File: src/rtl/core/utbd_pkg.sv
`timescale 1ns / 1ps

package utbd_pkg;

  // Bits of the input value taken into the conversion (8..64).
  localparam int VALUE_WIDTH = 64;

  // Divider: dividend bits retired per cycle, divider steps per digit.
  localparam int STEP_BITS = 8;
  localparam int STEPS     = (VALUE_WIDTH + STEP_BITS - 1) / STEP_BITS;
  localparam int DIV_W     = STEPS * STEP_BITS;
  localparam int STEP_W    = (STEPS > 1) ? $clog2(STEPS) : 1;

  // Digit store.
  localparam int STORE_DEPTH = 64;
  localparam int ADDR_W      = $clog2(STORE_DEPTH);
  localparam int COUNT_W     = $clog2(STORE_DEPTH + 1);

  localparam int RADIX_MIN = 2;
  localparam int RADIX_MAX = 16;

  localparam logic [6:0] GLYPH_UPPER [16] = '{
    7'h30, 7'h31, 7'h32, 7'h33, 7'h34, 7'h35, 7'h36, 7'h37,
    7'h38, 7'h39, 7'h41, 7'h42, 7'h43, 7'h44, 7'h45, 7'h46
  };
  localparam logic [6:0] GLYPH_LOWER [16] = '{
    7'h30, 7'h31, 7'h32, 7'h33, 7'h34, 7'h35, 7'h36, 7'h37,
    7'h38, 7'h39, 7'h61, 7'h62, 7'h63, 7'h64, 7'h65, 7'h66
  };

  // Commands from the controller to the datapath.
  typedef struct packed {
    logic load;      // capture a new item
    logic step;      // run one divider step
    logic commit;    // store the finished digit, restart the divider
    logic fetch;     // read the digit at the emit pointer
    logic advance;   // move the emit pointer toward the low digit
    logic show_err;  // present the bad-base result
  } utbd_cmd_t;

  // Status from the datapath to the controller.
  typedef struct packed {
    logic radix_bad;   // base on the input port is out of range
    logic step_done;   // this step finishes the current digit
    logic quo_zero;    // quotient is exhausted
    logic count_full;  // the digit being committed fills the store
    logic ptr_zero;    // emit pointer is at the least significant digit
  } utbd_stat_t;

  function automatic logic [6:0] glyph(input logic [3:0] d, input logic upper);
    glyph = upper ? GLYPH_UPPER[d] : GLYPH_LOWER[d];
  endfunction

endpackage

File: src/rtl/core/utbd_dp.sv
`timescale 1ns / 1ps

module utbd_dp import utbd_pkg::*; (
  input  logic        clk,
  input  logic        rst,
  input  logic [63:0] value,
  input  logic [7:0]  radix,
  input  logic        upper_case,
  input  utbd_cmd_t   cmd,
  output utbd_stat_t  stat,
  output logic [6:0]  digit_char,
  output logic        last_digit,
  output logic        bad_radix
);

  logic [DIV_W-1:0]   quo;
  logic [3:0]         rem;
  logic [4:0]         radix_r;
  logic               upper_r;
  logic [STEP_W-1:0]  step_cnt;
  logic [COUNT_W-1:0] count;
  logic [ADDR_W-1:0]  ptr;
  logic [3:0]         rd_digit;
  logic [3:0]         store [STORE_DEPTH];

  logic [STEP_BITS-1:0] chunk;
  logic [STEP_BITS-1:0] qbits;
  logic [4:0]           trial;
  logic [3:0]           part;
  logic [DIV_W-1:0]     quo_next;

  // Restoring division, one dividend bit per inner step, top chunk first.
  always_comb begin
    part  = rem;
    chunk = quo[DIV_W-1 -: STEP_BITS];
    qbits = '0;
    trial = '0;
    for (int i = STEP_BITS - 1; i >= 0; i--) begin
      trial = {part, chunk[i]};
      if (trial >= radix_r) begin
        trial    = trial - radix_r;
        qbits[i] = 1'b1;
      end
      part = trial[3:0];
    end
    quo_next = (quo << STEP_BITS) | DIV_W'(qbits);
  end

  always_ff @(posedge clk) begin
    if (rst) begin
      step_cnt <= '0;
      count    <= '0;
    end else if (cmd.load) begin
      step_cnt <= '0;
      count    <= '0;
    end else if (cmd.step) begin
      step_cnt <= step_cnt + 1'b1;
    end else if (cmd.commit) begin
      step_cnt <= '0;
      count    <= count + 1'b1;
    end
  end

  always_ff @(posedge clk) begin
    if (cmd.load) begin
      quo     <= DIV_W'(value[VALUE_WIDTH-1:0]);
      rem     <= '0;
      radix_r <= radix[4:0];
      upper_r <= upper_case;
    end else if (cmd.step) begin
      quo <= quo_next;
      rem <= part;
    end else if (cmd.commit) begin
      rem <= '0;
    end
    if (cmd.commit) begin
      ptr <= count[ADDR_W-1:0];
    end else if (cmd.advance) begin
      ptr <= ptr - 1'b1;
    end
  end

  // Digit store: one write port, one registered read port.
  always_ff @(posedge clk) begin
    if (cmd.commit) begin
      store[count[ADDR_W-1:0]] <= rem;
    end
    if (cmd.fetch) begin
      rd_digit <= store[ptr];
    end
  end

  always_comb begin
    stat.radix_bad  = (radix < 8'(RADIX_MIN)) || (radix > 8'(RADIX_MAX));
    stat.step_done  = (step_cnt == STEP_W'(STEPS - 1));
    stat.quo_zero   = (quo == '0);
    stat.count_full = (count == COUNT_W'(STORE_DEPTH - 1));
    stat.ptr_zero   = (ptr == '0);
  end

  assign digit_char = cmd.show_err ? 7'd0 : glyph(rd_digit, upper_r);
  assign last_digit = cmd.show_err | stat.ptr_zero;
  assign bad_radix  = cmd.show_err;

endmodule

File: src/rtl/core/utbd_ctrl.sv
`timescale 1ns / 1ps

module utbd_ctrl import utbd_pkg::*; (
  input  logic       clk,
  input  logic       rst,
  input  logic       item_valid,
  output logic       item_ready,
  output logic       digit_valid,
  input  logic       digit_ready,
  input  utbd_stat_t stat,
  output utbd_cmd_t  cmd
);

  localparam logic [2:0] S_IDLE   = 3'd0;
  localparam logic [2:0] S_DIV    = 3'd1;
  localparam logic [2:0] S_COMMIT = 3'd2;
  localparam logic [2:0] S_FETCH  = 3'd3;
  localparam logic [2:0] S_SHOW   = 3'd4;
  localparam logic [2:0] S_ERR    = 3'd5;

  logic [2:0] state;
  logic [2:0] state_next;

  always_ff @(posedge clk) begin
    if (rst) begin
      state <= S_IDLE;
    end else begin
      state <= state_next;
    end
  end

  always_comb begin
    state_next  = state;
    cmd         = '0;
    item_ready  = 1'b0;
    digit_valid = 1'b0;
    unique case (state)
      S_IDLE: begin
        item_ready = 1'b1;
        if (item_valid) begin
          cmd.load   = 1'b1;
          state_next = stat.radix_bad ? S_ERR : S_DIV;
        end
      end
      S_DIV: begin
        cmd.step = 1'b1;
        if (stat.step_done) begin
          state_next = S_COMMIT;
        end
      end
      S_COMMIT: begin
        cmd.commit = 1'b1;
        state_next = (stat.quo_zero || stat.count_full) ? S_FETCH : S_DIV;
      end
      S_FETCH: begin
        cmd.fetch  = 1'b1;
        state_next = S_SHOW;
      end
      S_SHOW: begin
        digit_valid = 1'b1;
        if (digit_ready) begin
          if (stat.ptr_zero) begin
            state_next = S_IDLE;
          end else begin
            cmd.advance = 1'b1;
            state_next  = S_FETCH;
          end
        end
      end
      S_ERR: begin
        digit_valid  = 1'b1;
        cmd.show_err = 1'b1;
        if (digit_ready) begin
          state_next = S_IDLE;
        end
      end
      default: begin
        state_next = S_IDLE;
      end
    endcase
  end

endmodule

File: src/rtl/core/unsigned_to_base_digits_core.sv
`timescale 1ns / 1ps

// Unsigned value to ASCII digits in base 2..16. Each item transfer brings a
// value, a base and a letter-case flag; the core answers with one digit
// transfer per digit, most significant first, with last_digit set on the
// final one. Zero gives the single digit '0'. A base outside 2..16 gives one
// transfer with bad_radix and last_digit set and digit_char 0. Only the low
// VALUE_WIDTH bits of value count (package constant, 64 by default). One
// conversion runs at a time: item_ready is high only while the core is idle.
// Each digit takes STEPS divider steps and a commit (STEPS = 8 for a
// 64-bit value; the divider retires 8 dividend bits per cycle). Each digit
// is then emitted with one read of the digit store, after which the digit is
// shown until taken. A conversion gives at most 64 digits (base 2).
module unsigned_to_base_digits_core import utbd_pkg::*; (
  input  logic        clk,
  input  logic        rst,
  input  logic        item_valid,
  output logic        item_ready,
  input  logic [63:0] value,
  input  logic [7:0]  radix,
  input  logic        upper_case,
  output logic        digit_valid,
  input  logic        digit_ready,
  output logic [6:0]  digit_char,
  output logic        last_digit,
  output logic        bad_radix
);

  utbd_cmd_t  cmd;
  utbd_stat_t stat;

  // Sequence the conversion: divide, commit digits, then walk them back out.
  utbd_ctrl u_ctrl (
    .clk         (clk),
    .rst         (rst),
    .item_valid  (item_valid),
    .item_ready  (item_ready),
    .digit_valid (digit_valid),
    .digit_ready (digit_ready),
    .stat        (stat),
    .cmd         (cmd)
  );

  // Hold the quotient, divider, digit store and output glyph lookup.
  utbd_dp u_dp (
    .clk        (clk),
    .rst        (rst),
    .value      (value),
    .radix      (radix),
    .upper_case (upper_case),
    .cmd        (cmd),
    .stat       (stat),
    .digit_char (digit_char),
    .last_digit (last_digit),
    .bad_radix  (bad_radix)
  );

endmodule

File: config.mk
export PLATFORM = sky130hd
export DESIGN_NAME = unsigned_to_base_digits_core
export DESIGN_NICKNAME = d
export VERILOG_FILES = /design/src/rtl/core/utbd_pkg.sv /design/src/rtl/core/utbd_dp.sv /design/src/rtl/core/utbd_ctrl.sv /design/src/rtl/core/unsigned_to_base_digits_core.sv
export SDC_FILE = /design/constraint.sdc
export NUM_CORES = 1
export LEC_CHECK = 0
export BUFFER_PORTS_ARGS = -buffer_cell sky130_fd_sc_hd__buf_2
export CORE_ASPECT_RATIO = 0.5
export CORE_MARGIN = 2
export CORE_UTILIZATION = 50
export CTS_CLUSTER_DIAMETER = 60
export DETAILED_ROUTE_END_ITERATION = 8
export GPL_TIMING_DRIVEN = 0
export PLACE_DENSITY_LB_ADDON = 0.12
export SLEW_MARGIN = 10
export SYNTH_ARGS = -nofsm -noshare
export SYNTH_HDL_FRONTEND = slang
export SYNTH_SLANG_ARGS = --single-unit
File: constraint.sdc
create_clock -name clk -period 17.9 [get_ports clk]
set_input_delay 3.58 -clock clk [delete_from_list [all_inputs] [get_ports clk]]
set_output_delay 3.58 -clock clk [all_outputs]
set_load 0.02 [all_outputs]
==> results of run 1 <==
synth_stat cells, types with 12 or more instances:
cell type and instances:
nor4_1 18, nand3_1 12, nand2b_1 13, nand2_1 219
ha_1 47, mux2_2 16, mux4_1 14, edfxtp_1 336
xnor2_1 16, a21oi_1 44, a21o_1 17, dfxtp_1 17
inv_1 39, mux4_2 41, nor2_1 117, mux2i_1 25
clkbuf_1 28, a22oi_1 17
logic make-up (layout without fill, tap and decap cells):
family | Yosys count | after routing | share of synthesized area [%]
other | 0 | 2 | 0
flip-flops | 353 | 353 | 63.2
adder cells (fa/ha/maj) | 55 | 55 | 4.54
AO/OA/AOI/OAI | 152 | 152 | 6.28
AND/OR/NAND/NOR | 427 | 427 | 11.1
XOR/XNOR | 25 | 25 | 1.33
multiplexers | 96 | 96 | 10.4
buffers and inverters | 91 | 240 | 3.09
worst min path at each step:
stage                             endpoint  slack, ns  depth (start not counted)
after floorplan           u_dp.step_cnt[1]       0.47                          2
after global placement    u_dp.step_cnt[1]       0.49                          2
after detailed placement  u_dp.step_cnt[1]       0.51                          2
after CTS                 u_dp.step_cnt[1]       0.52                          2
after global routing      u_dp.step_cnt[1]       0.55                          2
final                     u_dp.step_cnt[1]       0.52                          2
flip-flops by register name (all words and copies together) (netlist names):
register / cells
u_dp.store: 256
u_dp.quo: 64
u_dp.count: 7
u_dp.ptr: 6
u_dp.radix_r: 5
u_dp.rd_digit: 4
u_dp.rem: 4
u_ctrl.state: 3
u_dp.step_cnt: 3
u_dp.upper_r: 1
through the flow:
| stage | std cells | util (%) | area, um2 | setup slack [ns] | hold slack (ns) |
|---|---|---|---|---|---|
| floorplan | 1199 | - | 16500 | 7.72 | 0.470 |
| global placement | 1718 | 54.5 | 17500 | 5.23 | 0.486 |
| detailed placement | 1722 | 54.8 | 17600 | 5.47 | 0.511 |
| CTS | 1780 | 58.2 | 18700 | 5.43 | 0.525 |
| global route | 1780 | 58.2 | 18700 | 4.37 | 0.552 |
| finish | 1782 | 58.2 | 18700 | 5.42 | 0.524 |
routing by layer:
| layer | vias to the layer above | GRT usage, % | share of wire, % | wire length [um] |
|---|---|---|---|---|
| met3 | 65 | 5.19 | 8.0 | 3150 |
| met1 | 5141 | 32.8 | 43 | 17200 |
| met5 | - | 0 | 0 | 0 |
| met2 | 386 | 36.8 | 47 | 18400 |
| met4 | 0 | 5.52 | 2.0 | 782 |
| li1 | 4763 | - | - | - |
worst reg2reg max path, delay by kind of cell (launching register included):
family | cells | cell delay (ns)
adder cells (fa/ha/maj) | 8 | 2.58
buffers and inverters | 2 | 0.52
AO/OA/AOI/OAI | 26 | 5.90
AND/OR/NAND/NOR | 1 | 0.14
multiplexers | 6 | 2.47
flip-flops | 1 | 0.76
cell type report:
class	count	area [um2]	share of cell area, %
Sequential cell	353	10400	55.9
Multi-Input combinational cell	755	5570	29.8
Clock buffer	46	938	5.03
Tap cell	432	541	2.90
Timing Repair Buffer	91	523	2.80
Buffer	51	359	1.92
Inverter	40	150	0.805
Clock inverter	12	141	0.758
Antenna cell	2	5.00	0.0268
==> run_results.csv, run 1 <==
group,metric,value,unit
worst_setup_path,critPathKind,"register to register",
worst_setup_path,max_stage_delay,0.76,ns
yosys,yosysTopAreaCell,"edfxtp_1",
placement,hpwl,27700,um
worst_setup_path,path_buf_inv,2,
worst_setup_path,slowest_stage,"edfxtp_1",
cells_and_area,final_common_cell,"edfxtp_1",
floorplan,initial_core_util,51.5,%
yosys,synth_nets,1331,
grt,grt_pass1_vias,10400,
timing,skew,0.0263,ns
cts,cts_htree_levels,2,
worst_setup_path,r2r_start,"u_dp.radix_r[1]",
yosys,synth_cell_type_count,68,
cts,cts_root_buf,"clkbuf_16",
min_path,hp-class,"register to register",
worst_setup_path,crit_start,"u_dp.radix_r[1]",
detailed_routing,first_pass_iters,5,
flow_run,drv_cap,0,
cts,numCtsBuffers,34,
worst_setup_path,required,18.30,ns
worst_setup_path,end_kind,"register",
cts,cts_tree,"yes",
timing,rsz0062_at_grt,"no",
floorplan,dieHeight,132,um
floorplan,die_x,261,um
cells_and_area,nFillCells,2511,
cells_and_area,nets,1458,
run_status,status,"finished, final reports clean",
cts,cts_resized,0,
worst_setup_path,endpoint,"u_dp.rem[2]",
yosys,synth_area,16500,um2
detailed_routing,vias,10400,
cts,clk_pin_slew,0.06,ns
worst_setup_path,reg2regPathDepth,43,
placement,gp_congestion,0.847,
yosys,synthCells,1199,
detailed_routing,drt_wl_total,39500,um
timing,slew_headroom,36.4,%
worst_setup_path,path_depth,43,
cells_and_area,final_cell_mix,"336 x edfxtp_1, 218 x nand2_1, 117 x nor2_1, 93 x buf_2, 47 x ha_1",
timing,setup_tns,0,ns
grt,gr-total-overflow,0,
yosys,synth_warnings,0,
detailed_routing,drt_iter0_drc,838,
worst_setup_path,crit_fanout,10,
timing,fin_crit_sh,69.7,%
timing,worstMarginPinSlew,0.955,ns
cells_and_area,drive_gt1_share,17.2,%
yosys,synth_edf_count,336,
cells_and_area,area_growth,13.1,%
cts,clk_path_buf_depth,3,
worst_setup_path,start_kind,"register",
yosys,synth-async-reset-ratio,0,%
timing,max_freq,80.1,MHz
yosys,synthTopCellsByArea,"edfxtp_1 61%, mux4_2 5.6%, nand2_1 5.0%, ha_1 3.6%, nor2_1 2.7%",
worst_setup_path,path_delay_family,"compound AO/OA/AOI/OAI gates",
detailed_routing,vias_per_cell,5.81,
cts,hold_buffers,0,
floorplan,dieArea,34600,um2
grt,track_usage,23.2,%
grt,antenna_found_initial,2,
timing,finalSetupViolCount,0,
timing,slew_viol_final,0,
yosys,netlist.area_leader.share,61.2,%
yosys,ys_seq_area_share,63.2,%
grt,grt_pass1_wl,59700,um
yosys,synth-seq-cells,353,
cts,clock-sinks,353,
timing,hold_viol,0,
worst_setup_path,rr_endpoint,"u_dp.rem[2]",
floorplan,num_io_pins,88,
detailed_routing,drtAntennaViolNets,0,
floorplan,row_count,46,
cts,clk-insertion-delay-late,0.53,ns
worst_setup_path,cp.arrival,12.88,ns
cts,postCtsSetupRepairBufs,0,
yosys,synth.avg_cell_area,13.8,um2
detailed_routing,drc,0,
floorplan,core_area,32100,um2
timing,fin_crit,12.48,ns
grt,grt_start_max_net_pins,66,
worst_setup_path,path_common_cell,"ha_1",
worst_setup_path,ff2ff_setup_slack,5.42,ns
detailed_routing,post_drt_wl_per_cell,22.2,um
yosys,synth_flop_cell,"edfxtp_1",
min_path,min_from,"u_dp.step_cnt[1]",
placement,port_buffers,87,
Power of run 1 is not shown: default switching activity piles up to over one toggle a cycle in this logic, so the estimate is an artifact.
==> run 2, diff against run 1 <==
==> constraint.sdc (replaced) <==
create_clock -name clk -period 10.6 [get_ports clk]
set_input_delay 2.12 -clock clk [delete_from_list [all_inputs] [get_ports clk]]
set_output_delay 2.12 -clock clk [all_outputs]
set_load 0.02 [all_outputs]
==> run 2 against run 1 <==
  * Worst hold slack lost 0.0095 ns
  * Cell count rose by 1.5%
  * Routed wire length increased by 2.1%
  * Die area unchanged
  * Setup slack worse by 4.9 ns
  * Sequential share of layout area fell by 0.93 points
  * Core utilization increased by 1.0 points
  * Clock skew is 0.0025 ns higher
  * Via count up 2.1%
  * Global-route usage rose by 0.15 points
  * Flip-flop and latch count is the same
  * Largest cell class unchanged
  * Highest routed layer unchanged
==> run_results.csv, run 2 (synthesized netlist as in run 1, its figures left out) <==
group,metric,value,unit
run_status,status,"finished, final reports clean",
cells_and_area,multiInputGateArea,5680,um2
worst_setup_path,path_common_cell,"ha_1",
timing,slew_viol_final,0,
worst_setup_path,path_buf_inv,4,
cells_and_area,final_cell_mix,"336 x edfxtp_1, 218 x nand2_1, 117 x nor2_1, 93 x buf_2, 47 x ha_1",
cells_and_area,drive_gt1_share,20.2,%
cells_and_area,area_growth,15.1,%
worst_setup_path,cp.arrival,10.45,ns
placement,placed_area,17600,um2
floorplan,dieHeight,132,um
worst_setup_path,required,11.00,ns
detailed_routing,vias_per_cell,5.85,
worst_setup_path,r2r_start,"u_dp.radix_r[2]",
detailed_routing,drt_iter0_drc,814,
cells_and_area,final_common_cell,"edfxtp_1",
floorplan,die_x,261,um
cells_and_area,nets,1484,
min_path,hp-class,"register to register",
placement,gp_congestion,0.847,
cts,hold_buffers,0,
grt,gr-total-overflow,0,
timing,finalSetupViolCount,0,
grt,track_usage,23.3,%
floorplan,core_area,32100,um2
detailed_routing,drt_wl_total,40300,um
cells_and_area,ff_latch_area,10400,um2
timing,hold_viol,0,
worst_setup_path,path_delay_family,"compound AO/OA/AOI/OAI gates",
worst_setup_path,crit_fanout,8,
worst_setup_path,max_stage_delay,0.39,ns
detailed_routing,post_drt_wl_per_cell,22.3,um
cts,clk_pin_slew,0.06,ns
worst_setup_path,end_kind,"register",
cells_and_area,largest_register_ffs,256,
grt,grt_start_max_net_pins,66,
cells_and_area,design_area,19000,um2
cts,clk_path_buf_depth,3,
detailed_routing,drc,0,
floorplan,initial_core_util,51.5,%
grt,grt_pass1_vias,10500,
timing,fin_crit_sh,94.8,%
worst_setup_path,critPathKind,"register to register",
timing,max_freq,99.5,MHz
worst_setup_path,slowest_stage,"ha_1",
timing,worstMarginPinSlew,0.954,ns
detailed_routing,first_pass_iters,5,
detailed_routing,drtAntennaViolNets,0,
timing,slew_headroom,36.4,%
cts,numCtsBuffers,34,
floorplan,num_io_pins,88,
detailed_routing,vias,10600,
cts,cts_tree,"yes",
worst_setup_path,start_kind,"register",
cts,clk-insertion-delay-late,0.53,ns
cells_and_area,nFillCells,2487,
min_path,hold_depth,2,
grt,grt_pass1_wl,60100,um
cts,cts_htree_levels,2,
flow_run,drv_cap,0,
worst_setup_path,ff2ff_setup_slack,0.55,ns
cts,cts_root_buf,"clkbuf_16",
worst_setup_path,rr_endpoint,"u_dp.rem[2]",
timing,skew,0.0288,ns
timing,fin_crit,10.05,ns
min_path,min_to,"u_dp.step_cnt[1]",
worst_setup_path,reg2regPathDepth,45,
floorplan,row_count,46,
min_path,min_from,"u_dp.step_cnt[1]",
floorplan,dieArea,34600,um2
placement,hpwl,27700,um
grt,antenna_found_initial,2,
placement,port_buffers,87,
cts,clock-sinks,353,
## run 2: layout make-up
class | instances | area share (%)
well taps | 432 | 2.85
inverters | 40 | 0.850
clock buffers | 46 | 4.94
diodes | 2 | 0.0264
flip-flops and latches | 353 | 55.0
repair buffers | 116 | 3.78
multi-input cells | 756 | 29.9
clock inverters | 12 | 0.745
plain buffers | 51 | 1.89
## run 2: how the worst max path moves through the flow
| stage | startpoint | end | slack (ns) | cells after the start |
|---|---|---|---|---|
| 6_report | u_dp.radix_r[2] | u_dp.rem[2] | 0.55 | 45 |
| 5_1_grt | u_dp.radix_r[2] | u_dp.rem[2] | -0.03 | 48 |
| 4_1_cts | u_dp.radix_r[2] | u_dp.rem[2] | 0.005 | 45 |
| 3_5_place_dp | u_dp.radix_r[1] | u_dp.rem[1] | -1.83 | 43 |
| 3_3_place_gp | u_dp.rem[0] | u_dp.rem[2] | -2.07 | 44 |
| 2_1_floorplan | u_dp.rem[0] | u_dp.rem[2] | 0.42 | 44 |
## run 2: repair_timing
item                                    4_1_cts  5_1_grt
pin swaps                                     3        6
cloned                                        0        1
gates resized for setup                      15       16
setup buffers                                 8       17
endpoints found under the setup margin        6        5
## run 2: routing by layer
layer	vias up	part of all wire, %	GRT usage (%)
li1	4816	-	-
met1	5266	43	33.0
met3	64	8.7	5.25
met4	0	2.0	5.21
met5	-	0	0
met2	426	47	37.2
## run 2: per-stage QoR
step	instances	utilization, %	worst slack, ns	hold slack (ns)	TNS, ns
2_1_floorplan	1199	-	0.421	0.470	0
3_3_place_gp	1718	54.5	-2.07	0.486	-10.95
3_5_place_dp	1722	54.8	-1.83	0.511	-9.29
4_1_cts	1788	58.6	0.00487	0.525	0
5_1_grt	1806	59.2	-0.0287	0.550	-0.0287
6_report	1808	59.2	0.548	0.515	0
## run 2: worst min-delay path: stages, from the launching register on
cell and delay (ns):
dfxtp_1 0.33, a22oi_1 0.07, nor2_1 0.08
Power of run 2 is left out for the same reason.
